===== config.mk =====
export PLATFORM = sky130hd
export DESIGN_NAME = bdvf_div
export DESIGN_NICKNAME = d
export VERILOG_FILES = /design/src/bdvf_pkg.sv /design/src/bdvf_div.sv
export SDC_FILE = /design/constraint.sdc
export NUM_CORES = 1
export LEC_CHECK = 0
export BUFFER_PORTS_ARGS = -buffer_cell sky130_fd_sc_hd__clkbuf_2
export CAP_MARGIN = 20
export CELL_PAD_IN_SITES_DETAIL_PLACEMENT = 1
export CELL_PAD_IN_SITES_GLOBAL_PLACEMENT = 2
export CORE_MARGIN = 5
export CORE_UTILIZATION = 33
export DETAILED_ROUTE_END_ITERATION = 10
export PLACE_DENSITY_LB_ADDON = 0.1
export SLEW_MARGIN = 20
export SYNTH_ARGS = -nofsm -noshare
export SYNTH_HDL_FRONTEND = slang
export SYNTH_SLANG_ARGS = --single-unit

===== constraint.sdc =====
create_clock -name clk -period 3.1 [get_ports clk]
set_clock_uncertainty 0.2 [all_clocks]
set_input_delay 0.62 -clock clk [delete_from_list [all_inputs] [get_ports clk]]
set_output_delay 0.62 -clock clk [all_outputs]
set_load 0.02 [all_outputs]

===== src/bdvf_pkg.sv =====
`timescale 1ns / 1ps
// shared constants, types and register codes for the band distortion block
package bdvf_pkg;

    localparam int WINDOW_LEN = 4096;
    localparam int PTR_W = (WINDOW_LEN > 1) ? $clog2(WINDOW_LEN) : 1;

    localparam int SAMPLE_W = 24;
    localparam int E_W = 48;
    localparam int LINE_W = E_W + SAMPLE_W;
    localparam int SUM_W = 60;
    localparam int ROOT_W = 30;

    localparam int DIV_REM_W = 36;
    localparam int DIV_BITS_W = 64;
    localparam int DIV_Q_W = 48;
    localparam int DIV_CNT_W = 6;
    localparam int SQRT_CNT_W = 5;

    localparam logic [DIV_CNT_W-1:0] DIV_CNT_E = 6'd47;
    localparam logic [DIV_CNT_W-1:0] DIV_CNT_SC = 6'd20;
    localparam logic [DIV_CNT_W-1:0] DIV_CNT_TERM = 6'd31;
    localparam logic [SQRT_CNT_W-1:0] SQRT_STEPS = 5'd30;

    localparam int QUEUE_DEPTH = 4;
    localparam int QPTR_W = (QUEUE_DEPTH > 1) ? $clog2(QUEUE_DEPTH) : 1;

    localparam int ADDR_W = 5;
    localparam logic [2:0] REG_BAND_GAIN = 3'd0;
    localparam logic [2:0] REG_CLIP_LEVEL = 3'd1;
    localparam logic [2:0] REG_ENERGY_COMPRESS = 3'd2;
    localparam logic [2:0] REG_FOLLOW_AMOUNT = 3'd3;
    localparam logic [2:0] REG_MIX_WEIGHT = 3'd4;

    localparam logic [23:0] RST_BAND_GAIN = 24'd65536;
    localparam logic [16:0] RST_CLIP_LEVEL = 17'd65536;
    localparam logic [23:0] RST_ENERGY_COMPRESS = 24'd0;
    localparam logic [16:0] RST_FOLLOW_AMOUNT = 17'd0;
    localparam logic [23:0] RST_MIX_WEIGHT = 24'd65536;

    localparam logic [20:0] ONE_Q20 = 21'h100000;

    typedef struct packed {
        logic        neg;
        logic [23:0] mag;
    } item_t;

    typedef struct packed {
        logic  valid;
        item_t item;
    } q_head_t;

    typedef struct packed {
        logic [23:0]        band_gain;
        logic [16:0]        clip_level;
        logic [23:0]        energy_compress;
        logic [16:0]        follow_amount;
        logic signed [23:0] mix_weight;
    } cfg_t;

    typedef struct packed {
        logic                  start;
        logic [DIV_REM_W-1:0]  rem_init;
        logic [DIV_BITS_W-1:0] bits;
        logic [DIV_CNT_W-1:0]  count;
        logic [DIV_REM_W-1:0]  den;
    } div_req_t;

    typedef struct packed {
        logic               busy;
        logic [DIV_Q_W-1:0] quot;
    } div_rsp_t;

    typedef struct packed {
        logic             start;
        logic [SUM_W-1:0] value;
    } sqrt_req_t;

    typedef struct packed {
        logic              busy;
        logic [ROOT_W-1:0] root;
    } sqrt_rsp_t;

endpackage


===== src/bdvf_div.sv =====
`timescale 1ns / 1ps
// radix-2 restoring divider, one quotient bit per cycle
module bdvf_div (
    input  logic                clk,
    input  logic                rst_n,
    input  bdvf_pkg::div_req_t  req,
    output bdvf_pkg::div_rsp_t  rsp
);

    logic [bdvf_pkg::DIV_REM_W-1:0]  rem_reg, rem_next;
    logic [bdvf_pkg::DIV_REM_W-1:0]  den_reg, den_next;
    logic [bdvf_pkg::DIV_BITS_W-1:0] bits_reg, bits_next;
    logic [bdvf_pkg::DIV_Q_W-1:0]    quot_reg, quot_next;
    logic [bdvf_pkg::DIV_CNT_W-1:0]  cnt_reg, cnt_next;
    logic                            busy_reg, busy_next;
    logic [bdvf_pkg::DIV_REM_W:0]    trial;

    always_comb
    begin
        trial = {rem_reg, bits_reg[bdvf_pkg::DIV_BITS_W-1]};
        rem_next = rem_reg;
        den_next = den_reg;
        bits_next = bits_reg;
        quot_next = quot_reg;
        cnt_next = cnt_reg;
        busy_next = busy_reg;
        if (req.start)
        begin
            rem_next = req.rem_init;
            den_next = req.den;
            bits_next = req.bits;
            quot_next = '0;
            cnt_next = req.count;
            busy_next = 1'b1;
        end
        else if (busy_reg)
        begin
            // remainder stays below the divisor, so trial fits one extra bit
            if (trial >= {1'b0, den_reg})
            begin
                rem_next = bdvf_pkg::DIV_REM_W'(trial - {1'b0, den_reg});
                quot_next = {quot_reg[bdvf_pkg::DIV_Q_W-2:0], 1'b1};
            end
            else
            begin
                rem_next = trial[bdvf_pkg::DIV_REM_W-1:0];
                quot_next = {quot_reg[bdvf_pkg::DIV_Q_W-2:0], 1'b0};
            end
            bits_next = {bits_reg[bdvf_pkg::DIV_BITS_W-2:0], 1'b0};
            cnt_next = cnt_reg - 1'b1;
            if (cnt_reg == bdvf_pkg::DIV_CNT_W'(1))
            begin
                busy_next = 1'b0;
            end
        end
    end

    always_ff @(posedge clk or negedge rst_n)
    begin
        if (!rst_n)
        begin
            busy_reg <= 1'b0;
            cnt_reg <= '0;
        end
        else
        begin
            busy_reg <= busy_next;
            cnt_reg <= cnt_next;
        end
    end

    always_ff @(posedge clk)
    begin
        rem_reg <= rem_next;
        den_reg <= den_next;
        bits_reg <= bits_next;
        quot_reg <= quot_next;
    end

    assign rsp.busy = busy_reg;
    assign rsp.quot = quot_reg;

endmodule


==> results of run 1 <==
==> cell usage in the layout (no fill, tap or decap), types with 4 or more instances in the layout <==
| cell type | synthesis | routed |
|---|---|---|
| nor3b_1 | 7 | 6 |
| o21ai_2 | 2 | 5 |
| clkbuf_2 | 2 | 192 |
| mux2_2 | 67 | 67 |
| o21ai_1 | 12 | 13 |
| nor3_2 | 0 | 5 |
| a21o_1 | 15 | 15 |
| xnor2_1 | 18 | 18 |
| mux2i_1 | 67 | 67 |
| inv_1 | 42 | 40 |
| nor2_1 | 72 | 71 |
| ha_1 | 38 | 22 |
| nand4_1 | 10 | 10 |
| a31oi_1 | 8 | 5 |
| a211oi_1 | 6 | 4 |
| o21bai_1 | 5 | 4 |
| o211ai_1 | 4 | 4 |
| o21ai_0 | 42 | 38 |
| dfxtp_1 | 48 | 48 |
| a21oi_1 | 40 | 29 |
| buf_12 | 0 | 4 |
| dfrtp_1 | 7 | 6 |
| nor2b_1 | 14 | 14 |
| nand3_1 | 9 | 9 |
| buf_4 | 4 | 89 |
| clkbuf_16 | 0 | 17 |
| edfxtp_1 | 136 | 136 |
| nand2_1 | 68 | 67 |
| nor3_1 | 11 | 6 |
| xor2_1 | 15 | 15 |
| clkinv_2 | 0 | 4 |
| ha_4 | 0 | 10 |
| a221o_1 | 6 | 6 |
| a21oi_2 | 3 | 13 |
| or3_1 | 4 | 4 |
| ha_2 | 0 | 6 |
| o21a_1 | 10 | 10 |
==> cells by family (layout without fill, tap and decap cells) <==
kind of cell,count (synthesis),after routing,share of synthesized area (%)
xor+xnor,33,33,2.89
flops,191,191,52.2
compound gates,176,176,11.5
simple gates,216,216,10.0
mux,134,134,14.2
buf+inv,93,363,4.19
fa+ha+maj,39,39,4.95
==> worst paths after layout <==
kind,start,to
worst max-delay path,rem_reg[26],rem_reg[10]
worst min-delay path,req[30],den_reg[30]
worst max register to register,rem_reg[26],rem_reg[10]
worst min register to register,quot_reg[47],quot_reg[47]
max in group asynchronous,rst_n,busy_reg
min in group asynchronous,rst_n,cnt_reg[5]
==> power breakdown <==
part | internal [W] | switching (W) | leakage, nW | total, W
Combinational | 0.00273 | 0.00295 | 3.61 | 0.00569
Sequential | 0.00328 | 0.000243 | 1.89 | 0.00352
Clock | 0.00116 | 0.00106 | 0.293 | 0.00222
==> metrics by stage <==
stage                     power, W  instance area (um^2)
after global placement     0.00878                 11900
after detailed placement   0.00880                 11900
after global routing        0.0122                 12900
final                       0.0114                 12900
after floorplan            0.00688                 10000
after CTS                   0.0112                 12500
==> critical path: cells and delay by family, from the launching register on <==
kind,cells,cell delay [ns]
multiplexers,2,0.58
AND/OR/NAND/NOR,3,0.55
flip-flops,1,0.43
AO/OA/AOI/OAI,2,0.34
adder cells (fa/ha/maj),1,0.32
buffers and inverters,2,0.31
==> per-layer routing <==
layer | GRT usage [%] | up-vias
li1 | - | 3718
met1 | 19.8 | 3645
met2 | 27.3 | 141
met3 | 7.26 | 18
met4 | 3.19 | 6
met5 | 0 | -
==> synth_stat cells (3+ instances only) <==
master / instances
o21bai_1: 5
ha_1: 38
buf_1: 10
dfrtp_1: 7
clkbuf_1: 19
o211ai_1: 4
a21oi_2: 3
o21a_1: 10
o21ai_0: 42
mux2_2: 67
or3_1: 4
or2_2: 4
mux2i_1: 67
xor2_1: 15
inv_1: 42
buf_6: 4
dfxtp_1: 48
nor4_1: 3
nor2_1: 72
o31ai_1: 4
xnor2_1: 18
edfxtp_1: 136
a21oi_1: 40
a31oi_1: 8
nand2b_1: 3
nor3b_1: 7
nor2b_1: 14
nor3_1: 11
buf_4: 4
o21ai_1: 12
nand4_1: 10
a221o_1: 6
nand2_1: 68
a21o_1: 15
a211oi_1: 6
nand3_1: 9
buf_2: 10
==> area by class of cell <==
type / count / area, um^2 / area share, %
Clock buffer: 19 / 447 / 3.47
Clock inverter: 13 / 128 / 0.991
Inverter: 43 / 161 / 1.25
Multi-Input combinational cell: 598 / 4690 / 36.4
Sequential cell: 191 / 5220 / 40.5
Tap cell: 390 / 488 / 3.79
Timing Repair Buffer: 288 / 1740 / 13.5
==> repair_timing <==
action	CTS	global route
gates resized for setup	9	59
hold buffers	1	0
hold endpoints to repair	7	0
setup endpoints to repair	33	36
pin swaps	6	22
buffers inserted	3	7
==> flow_metrics.env, run 1 <==
export IMPL_timing_final_crit_share_pct=96.7
export IMPL_p_per_area_nw_per_um2=887
export IMPL_postRouteAntennaNets=0
export IMPL_n_antenna_cell=0
export IMPL_antenna_found_initial=3
export IMPL_total_leakage_power_nw=5.79
export IMPL_cts_num_sinks=191
export IMPL_worstMarginPinSlew_ns=0.857
export IMPL_grt_pass1_vias=8039
export IMPL_drive_gt1_share_pct=39.8
export IMPL_required_ns=3.10
export IMPL_crit_arrival_ns=3.00
export IMPL_fin_cells=1542
export IMPL_cts_root_buf="clkbuf_16"
export IMPL_drt_total_wl_mm=28.0
export IMPL_netlist_instances=882
export IMPL_viasPerCell=4.88
export IMPL_dieArea_um2=33900
export IMPL_critical_path_max_fanout=7
export IMPL_dp_slack_ns=-0.114
export IMPL_clk_pin_slew_ns=0.07
export IMPL_cts_made_buffers=17
export IMPL_largest_reg_flops=64
export IMPL_synth_edff_count=136
export IMPL_cts_tree="done"
export IMPL_drt_iter0_markers=346
export IMPL_cts_max_path_buffers=2
export IMPL_min_path_cells=1
export IMPL_h_tree_depth=4
export IMPL_ys_seq_area_share_pct=52.2
export IMPL_drc=0
export IMPL_areaGrowthSynthToFinish_pct=28.7
export IMPL_worstSetupEndpointType="flip-flop"
export IMPL_slew_viol_final=0
export IMPL_max_freq_mhz=333
export IMPL_path_cells="ha_1 -> buf_4 -> and2_1 -> nand2_1 -> nor3_2 -> a31oi_2 -> a31oi_4 -> buf_4 -> mux2_2 -> mux2_2"
export IMPL_utilization_pct=43.2
export IMPL_grt_max_degree=81
export IMPL_synth_ff_latch_count=191
export IMPL_async_reset_ff_share_pct=3.66
export IMPL_timing_slew_headroom_pct=42.8
export IMPL_synth_area_top_cells="edfxtp_1 41%, dfxtp_1 9.6%, mux2_2 7.5%"
export IMPL_synth_largest_area_cell="edfxtp_1"
export IMPL_rsz0062_at_grt="true"
export IMPL_nNetsFinal=1323
export IMPL_grt_pass1_wl_mm=43.4
export IMPL_syn_area_um2=10000
export IMPL_setup_slack_ns=0.101
export IMPL_crit_slowest_cell="edfxtp_1"
export IMPL_synth_top_cell_area_share_pct=40.8
export IMPL_boundaryPins=194
export IMPL_wirelength_met1_mm=11.8
export IMPL_dr_pass1_iters=4
export IMPL_dr_wl_met3_mm=2.08
export IMPL_synth_nets=1066
export IMPL_timing_setup_tns_ns=0
export IMPL_syn_avg_cell_area_um2=11.3
export IMPL_clock_latency_ns=0.46
export IMPL_critical_path_class="flip-flop to flip-flop"
export IMPL_r2r_setup_slack_ns=0.10
export IMPL_coreArea_um2=29800
export IMPL_topRoutingLayerUsed="met5"
export IMPL_cap_violations=0
export IMPL_max_stage_delay_ns=0.43
export IMPL_track_usage_pct=16.4
export IMPL_hp_class="input pin to flip-flop"
export IMPL_wire_per_inst_um=18.1
export IMPL_vias=7528
export IMPL_numPortBuffers=193
export IMPL_nFillCells=3308
export IMPL_yosys_warnings=0
export IMPL_finalHoldViolations=0
export IMPL_start_util_pct=33.6
export IMPL_rows=63
export IMPL_wl_met2_mm=13.8
export IMPL_die_h_um=184
export IMPL_place_gp_congestion=0.812
export IMPL_setup_viol=0
export IMPL_hold_ws_ns=0.137
export IMPL_die_w_um=184
export IMPL_ir_drop_mv=0.424
export IMPL_place_inst=1499
export IMPL_start_kind="flip-flop"
export IMPL_reg2reg_depth=10
export IMPL_period_needed_ns=3.00
export IMPL_hpwl_mm=21.0
export IMPL_ys_flop_type="edfxtp_1"
export IMPL_overflow=0
export IMPL_ys_types=67
export IMPL_status="complete, no violations"
Power figures use the tool's default switching activity.
==> run 2: changes to the inputs <==
--- a/config.mk
+++ b/config.mk
@@ -10,10 +10,11 @@
 export CELL_PAD_IN_SITES_DETAIL_PLACEMENT = 1
 export CELL_PAD_IN_SITES_GLOBAL_PLACEMENT = 2
 export CORE_MARGIN = 5
-export CORE_UTILIZATION = 33
+export CORE_UTILIZATION = 39
 export DETAILED_ROUTE_END_ITERATION = 10
 export PLACE_DENSITY_LB_ADDON = 0.1
 export SLEW_MARGIN = 20
 export SYNTH_ARGS = -nofsm -noshare
 export SYNTH_HDL_FRONTEND = slang
 export SYNTH_SLANG_ARGS = --single-unit
+export TNS_END_PERCENT = 5
==> constraint.sdc (replaced) <==
create_clock -name clk -period 3.72 [get_ports clk]
set_clock_uncertainty 0.2 [all_clocks]
set_input_delay 0.744 -clock clk [delete_from_list [all_inputs] [get_ports clk]]
set_output_delay 0.744 -clock clk [all_outputs]
set_load 0.02 [all_outputs]
==> run 2 against run 1 <==
  * Final cell count decreased by 9.1%
  * Via count decreased by 3.4%
  * Utilization increased by 3.9 points
  * Non-clock buffer count decreased by 82
  * Clock power decreased by 12%
  * Critical path depth decreased by 1
  * Critical endpoint is now rem_reg[29]
  * Total power decreased by 25%
  * Wire length decreased by 7.4%
  * Hold slack improved by 0.14 ns
  * Cell area decreased by 7.6%
  * Flip-flop and latch count unchanged
==> flow_metrics.env, run 2 (synthesis gave the netlist of run 1 again) <==
export IMPL_status="complete, no violations"
export IMPL_timing_final_crit_share_pct=92.1
export IMPL_viasPerCell=5.19
export IMPL_cts_num_sinks=191
export IMPL_dr_pass1_iters=4
export IMPL_crit_arrival_ns=3.41
export IMPL_critPathLaunch="rem_reg[21]"
export IMPL_rsz0062_at_grt="false"
export IMPL_slew_viol_final=0
export IMPL_cts_max_path_buffers=2
export IMPL_grt_max_degree=94
export IMPL_start_util_pct=39.6
export IMPL_postRouteAntennaNets=0
export IMPL_layout_cells_most_common="clkbuf_2"
export IMPL_worst_r2r_endpoint="rem_reg[29]"
export IMPL_hp_class="input pin to flip-flop"
export IMPL_timing_setup_tns_ns=0
export IMPL_r2r_setup_slack_ns=0.29
export IMPL_clock_latency_ns=0.44
export IMPL_worstMarginPinSlew_ns=0.720
export IMPL_numPortBuffers=193
export IMPL_track_usage_pct=17.8
export IMPL_start_kind="flip-flop"
export IMPL_nNetsFinal=1241
export IMPL_max_freq_mhz=292
export IMPL_die_w_um=170
export IMPL_cap_violations=0
export IMPL_critical_path_class="flip-flop to flip-flop"
export IMPL_grt_pass1_vias=7881
export IMPL_place_gp_congestion=0.861
export IMPL_cts_hold_buf=1
export IMPL_cp_depth=9
export IMPL_largest_reg_flops=64
export IMPL_setup_slack_ns=0.293
export IMPL_worstSetupEndpointType="flip-flop"
export IMPL_crit_family="compound AO/OA/AOI/OAI gates"
export IMPL_max_stage_delay_ns=0.48
export IMPL_seq_area_um2=5220
export IMPL_overflow=0
export IMPL_grt_pass1_wl_mm=41.3
export IMPL_antenna_found_initial=5
export IMPL_hpwl_mm=19.1
export IMPL_total_leakage_power_nw=5.37
export IMPL_rows=58
export IMPL_drive_gt1_share_pct=30.2
export IMPL_critPathBufInv=1
export IMPL_drt_total_wl_mm=25.9
export IMPL_areaGrowthSynthToFinish_pct=19.0
export IMPL_p_per_area_nw_per_um2=723
export IMPL_die_h_um=170
export IMPL_post_cts_resized=0
export IMPL_boundaryPins=194
export IMPL_cts_tree="done"
export IMPL_ir_drop_mv=0.372
export IMPL_multi_input_comb_area_um2=4370
export IMPL_drt_iter0_markers=349
export IMPL_reg2reg_from="rem_reg[21]"
export IMPL_dieArea_um2=29000
export IMPL_crit_slowest_cell="ha_1"
export IMPL_path_cells="ha_1 -> nand3_1 -> nor3_1 -> nor3b_1 -> a31oi_1 -> a31oi_4 -> buf_4 -> nor3b_1 -> a221o_1"
export IMPL_timing_slew_headroom_pct=51.4
export IMPL_crit_top_cell="nor3b_1"
export IMPL_critical_path_max_fanout=13
export IMPL_worstSetupEndpoint="rem_reg[29]"
export IMPL_vias=7269
export IMPL_cts_root_buf="clkbuf_16"
export IMPL_coreArea_um2=25300
export IMPL_nFillCells=2810
export IMPL_period_needed_ns=3.43
export IMPL_cts_made_buffers=17
export IMPL_drc=0
export IMPL_finalHoldViolations=0
export IMPL_h_tree_depth=4
export IMPL_layout_common_cells="192 x clkbuf_2, 136 x edfxtp_1, 72 x nor2_1, 68 x nand2_1"
export IMPL_reg2reg_depth=9
export IMPL_required_ns=3.70
export IMPL_post_cts_buffers=0
export IMPL_clk_pin_slew_ns=0.08
export IMPL_wire_per_inst_um=18.5
export IMPL_dp_slack_ns=0.319
export IMPL_setup_viol=0
==> run 2: cell types whose count changed in the layout (fill, tap and decap cells not counted), sizes merged <==
cell and delta:
inv +3, clkbuf -2, clkinv -1, diode +1, buf -82
==> run 2: power breakdown <==
| part | internal, W | switching, W | total [W] |
|---|---|---|---|
| Combinational | 0.00158 | 0.00215 | 0.00373 |
| Sequential | 0.00273 | 0.000189 | 0.00292 |
| Clock | 0.000962 | 0.000995 | 0.00196 |
| Total | 0.00527 | 0.00334 | 0.00861 |
==> run 2: layer usage <==
layer / track usage, % / part of all wire, % / vias to the layer above
li1: - / - / 3546
met1: 21.9 / 43 / 3523
met2: 29.9 / 48 / 158
met3: 6.46 / 7.0 / 34
met4: 4.17 / 1.6 / 8
met5: 0 / 0.19 / -
==> run 2: cell type report <==
cell class	count	share of cell area, %
Timing Repair Buffer	206	9.34
Sequential cell	191	43.9
Antenna cell	1	0.0210
Multi-Input combinational cell	598	36.7
Inverter	43	1.36
Clock inverter	15	1.68
Clock buffer	17	3.57
Tap cell	330	3.47
==> run 2: through the flow <==
stage               utilization [%]  cell area, um^2  std cells  power [W]  hold WS (ns)
CTS                            47.1            11900       1400    0.00871         0.256
global placement               44.6            11300       1367    0.00668         0.277
global route                   47.1            11900       1401    0.00919         0.258
floorplan                         -            10000        882    0.00573         0.248
finish                         47.1            11900       1401    0.00861         0.274
detailed placement             44.6            11300       1367    0.00671         0.291
==> run 2: worst min path at each step <==
stage / depth (start not counted) / slack, ns / to / start
after CTS: 1 / 0.26 / den_reg[25] / req[25]
after floorplan: 0 / 0.25 / busy_reg / rst_n
after detailed placement: 2 / 0.29 / quot_reg[47] / quot_reg[47]
final: 1 / 0.27 / den_reg[28] / req[28]
after global placement: 2 / 0.28 / quot_reg[47] / quot_reg[47]
after global routing: 1 / 0.26 / den_reg[26] / req[26]
==> run 3: changes to the inputs <==
--- a/config.mk
+++ b/config.mk
@@ -10,7 +10,7 @@
 export CELL_PAD_IN_SITES_DETAIL_PLACEMENT = 1
 export CELL_PAD_IN_SITES_GLOBAL_PLACEMENT = 2
 export CORE_MARGIN = 5
-export CORE_UTILIZATION = 39
+export CORE_UTILIZATION = 36
 export DETAILED_ROUTE_END_ITERATION = 10
 export PLACE_DENSITY_LB_ADDON = 0.1
 export SLEW_MARGIN = 20
==> constraint.sdc (replaced) <==
create_clock -name clk -period 3.2 [get_ports clk]
set_clock_uncertainty 0.2 [all_clocks]
set_input_delay 0.64 -clock clk [delete_from_list [all_inputs] [get_ports clk]]
set_output_delay 0.64 -clock clk [all_outputs]
set_load 0.02 [all_outputs]
==> run 3 against run 2 <==
  * Wire length increased by 4.1%
  * Clock-buffer cell count increased by 4
  * Critical path depth increased by 2
  * Total power increased by 24%
==> flow_metrics.env, run 3 (synthesis gave the netlist of run 1 again) <==
export IMPL_worstSetupEndpointType="flip-flop"
export IMPL_setup_viol=0
export IMPL_path_cells="ha_1 -> nor2b_1 -> o31a_1 -> o21ai_2 -> buf_4 -> o21bai_1 -> a31oi_2 -> o21bai_1 -> xor2_1 -> mux2_2 -> mux2_2"
export IMPL_critical_path_class="flip-flop to flip-flop"
export IMPL_hp_class="input pin to flip-flop"
export IMPL_finalHoldViolations=0
export IMPL_max_stage_delay_ns=0.42
export IMPL_use_met1_pct=21.5
export IMPL_nNetsFinal=1289
export IMPL_rsz0062_at_grt="true"
export IMPL_period_needed_ns=3.09
export IMPL_coreArea_um2=27600
export IMPL_clock_latency_ns=0.44
export IMPL_cts_made_buffers=17
export IMPL_drive_gt1_share_pct=35.2
export IMPL_grt_max_degree=87
export IMPL_numPortBuffers=193
export IMPL_timing_slew_headroom_pct=59.7
export IMPL_dieArea_um2=31200
export IMPL_cap_violations=0
export IMPL_h_tree_depth=4
export IMPL_vias=7378
export IMPL_critical_path_max_fanout=3
export IMPL_viasPerCell=4.93
export IMPL_p_total_w=0.0107
export IMPL_die_h_um=177
export IMPL_ir_drop_mv=0.375
export IMPL_areaGrowthSynthToFinish_pct=24.4
export IMPL_cts_max_path_buffers=2
export IMPL_total_leakage_power_nw=5.62
export IMPL_layout_common_cells="192 x clkbuf_2, 136 x edfxtp_1, 72 x nor2_1, 68 x nand2_1"
export IMPL_postRouteAntennaNets=0
export IMPL_place_area_um2=11700
export IMPL_cts_root_buf="clkbuf_16"
export IMPL_rows=61
export IMPL_crit_slowest_cell="edfxtp_1"
export IMPL_boundaryPins=194
export IMPL_required_ns=3.19
export IMPL_overflow=0
export IMPL_drc=0
export IMPL_dr_pass1_iters=4
export IMPL_status="complete, no violations"
export IMPL_layout_cells_most_common="clkbuf_2"
export IMPL_cts_num_sinks=191
export IMPL_grt_pass1_vias=8040
export IMPL_timing_setup_tns_ns=0
export IMPL_grt_pass1_wl_mm=43.1
export IMPL_drt_iter0_markers=322
export IMPL_fin_area_um2=12400
export IMPL_crit_arrival_ns=3.08
export IMPL_worstMarginPinSlew_ns=0.604
export IMPL_busiest_layer="met2"
export IMPL_track_usage_pct=17.3
export IMPL_hpwl_mm=20.1
export IMPL_start_util_pct=36.2
export IMPL_antenna_found_initial=5
export IMPL_slew_viol_final=0
export IMPL_cts_tree="done"
export IMPL_p_per_area_nw_per_um2=856
export IMPL_die_w_um=177
export IMPL_utilization_pct=45.1
export IMPL_place_gp_congestion=0.800
export IMPL_timing_final_crit_share_pct=96.7
export IMPL_wire_per_inst_um=18.0
export IMPL_max_freq_mhz=323
export IMPL_clk_pin_slew_ns=0.08
export IMPL_use_met2_pct=29.5
export IMPL_largest_reg_flops=64
export IMPL_gr_usage_met3_pct=5.68
export IMPL_start_kind="flip-flop"
export IMPL_drt_total_wl_mm=27.0
==> run 3: cell count changes in the layout (fill, tap and decap cells not counted), sizes merged <==
cell	previous run	this run
clkinv	4	5
bufinv	1	0
inv	53	49
buf	12	60
clkbuf	210	214
==> run 3: final cells by class <==
cell class	instances	area, um^2
clock buffer	21	482
tap	378	473
antenna	1	2.50
multi-input combinational	598	4480
inverter	43	161
sequential	191	5220
timing repair buffer	254	1510
clock inverter	11	118
fill	3100	15200
==> run 3: what timing repair did <==
action	in CTS	in global routing
hold buffers	1	0
setup endpoints to repair	2	36
setup buffers	0	0
gates resized for setup	2	24
pin swaps	0	3
endpoints found under the hold margin	7	0
==> run 3: worst paths after layout <==
check | end | startpoint | cells after the start | slack, ns
setup reg to reg | rem_reg[17] | rem_reg[0] | 11 | 0.11
hold / removal | den_reg[5] | req[5] | 1 | 0.17
setup / recovery | rem_reg[17] | rem_reg[0] | 11 | 0.11
min in group asynchronous | cnt_reg[4] | rst_n | 2 | 0.40
max in group asynchronous | busy_reg | rst_n | 2 | 2.21
hold reg to reg | quot_reg[47] | quot_reg[47] | 2 | 0.32
==> run 3: through the flow <==
step	hold WS (ns)	setup WS, ns	instances
after floorplan	0.144	0.330	882
after global placement	0.277	0.0616	1463
after detailed placement	0.296	-0.0220	1463
after CTS	0.146	0.0172	1496
after global routing	0.142	-0.0280	1497
final	0.171	0.107	1497
==> run 3: layer usage <==
metal	wire, um	vias up
met1	11700	3534
met4	295	8
met5	47	-
li1	-	3654
met3	1790	27
met2	13200	155
==> run 3: where the power goes <==
group          total (W)  internal [W]  switching (W)
Sequential       0.00339       0.00317       0.000221
Combinational    0.00507       0.00235        0.00272
Clock            0.00219       0.00113        0.00106
Total             0.0107       0.00665        0.00400
==> run 3: critical path, delay by kind of cell, from the launching register on <==
family                     cells  cell delay, ns
buffers and inverters          1            0.15
AOI/OAI and AO/OA              5            0.91
and+or+nand+nor                1            0.17
DFF                            1            0.42
muxes                          2            0.51
xor gates and xnor gates       1            0.15
adders and majority gates      1            0.33
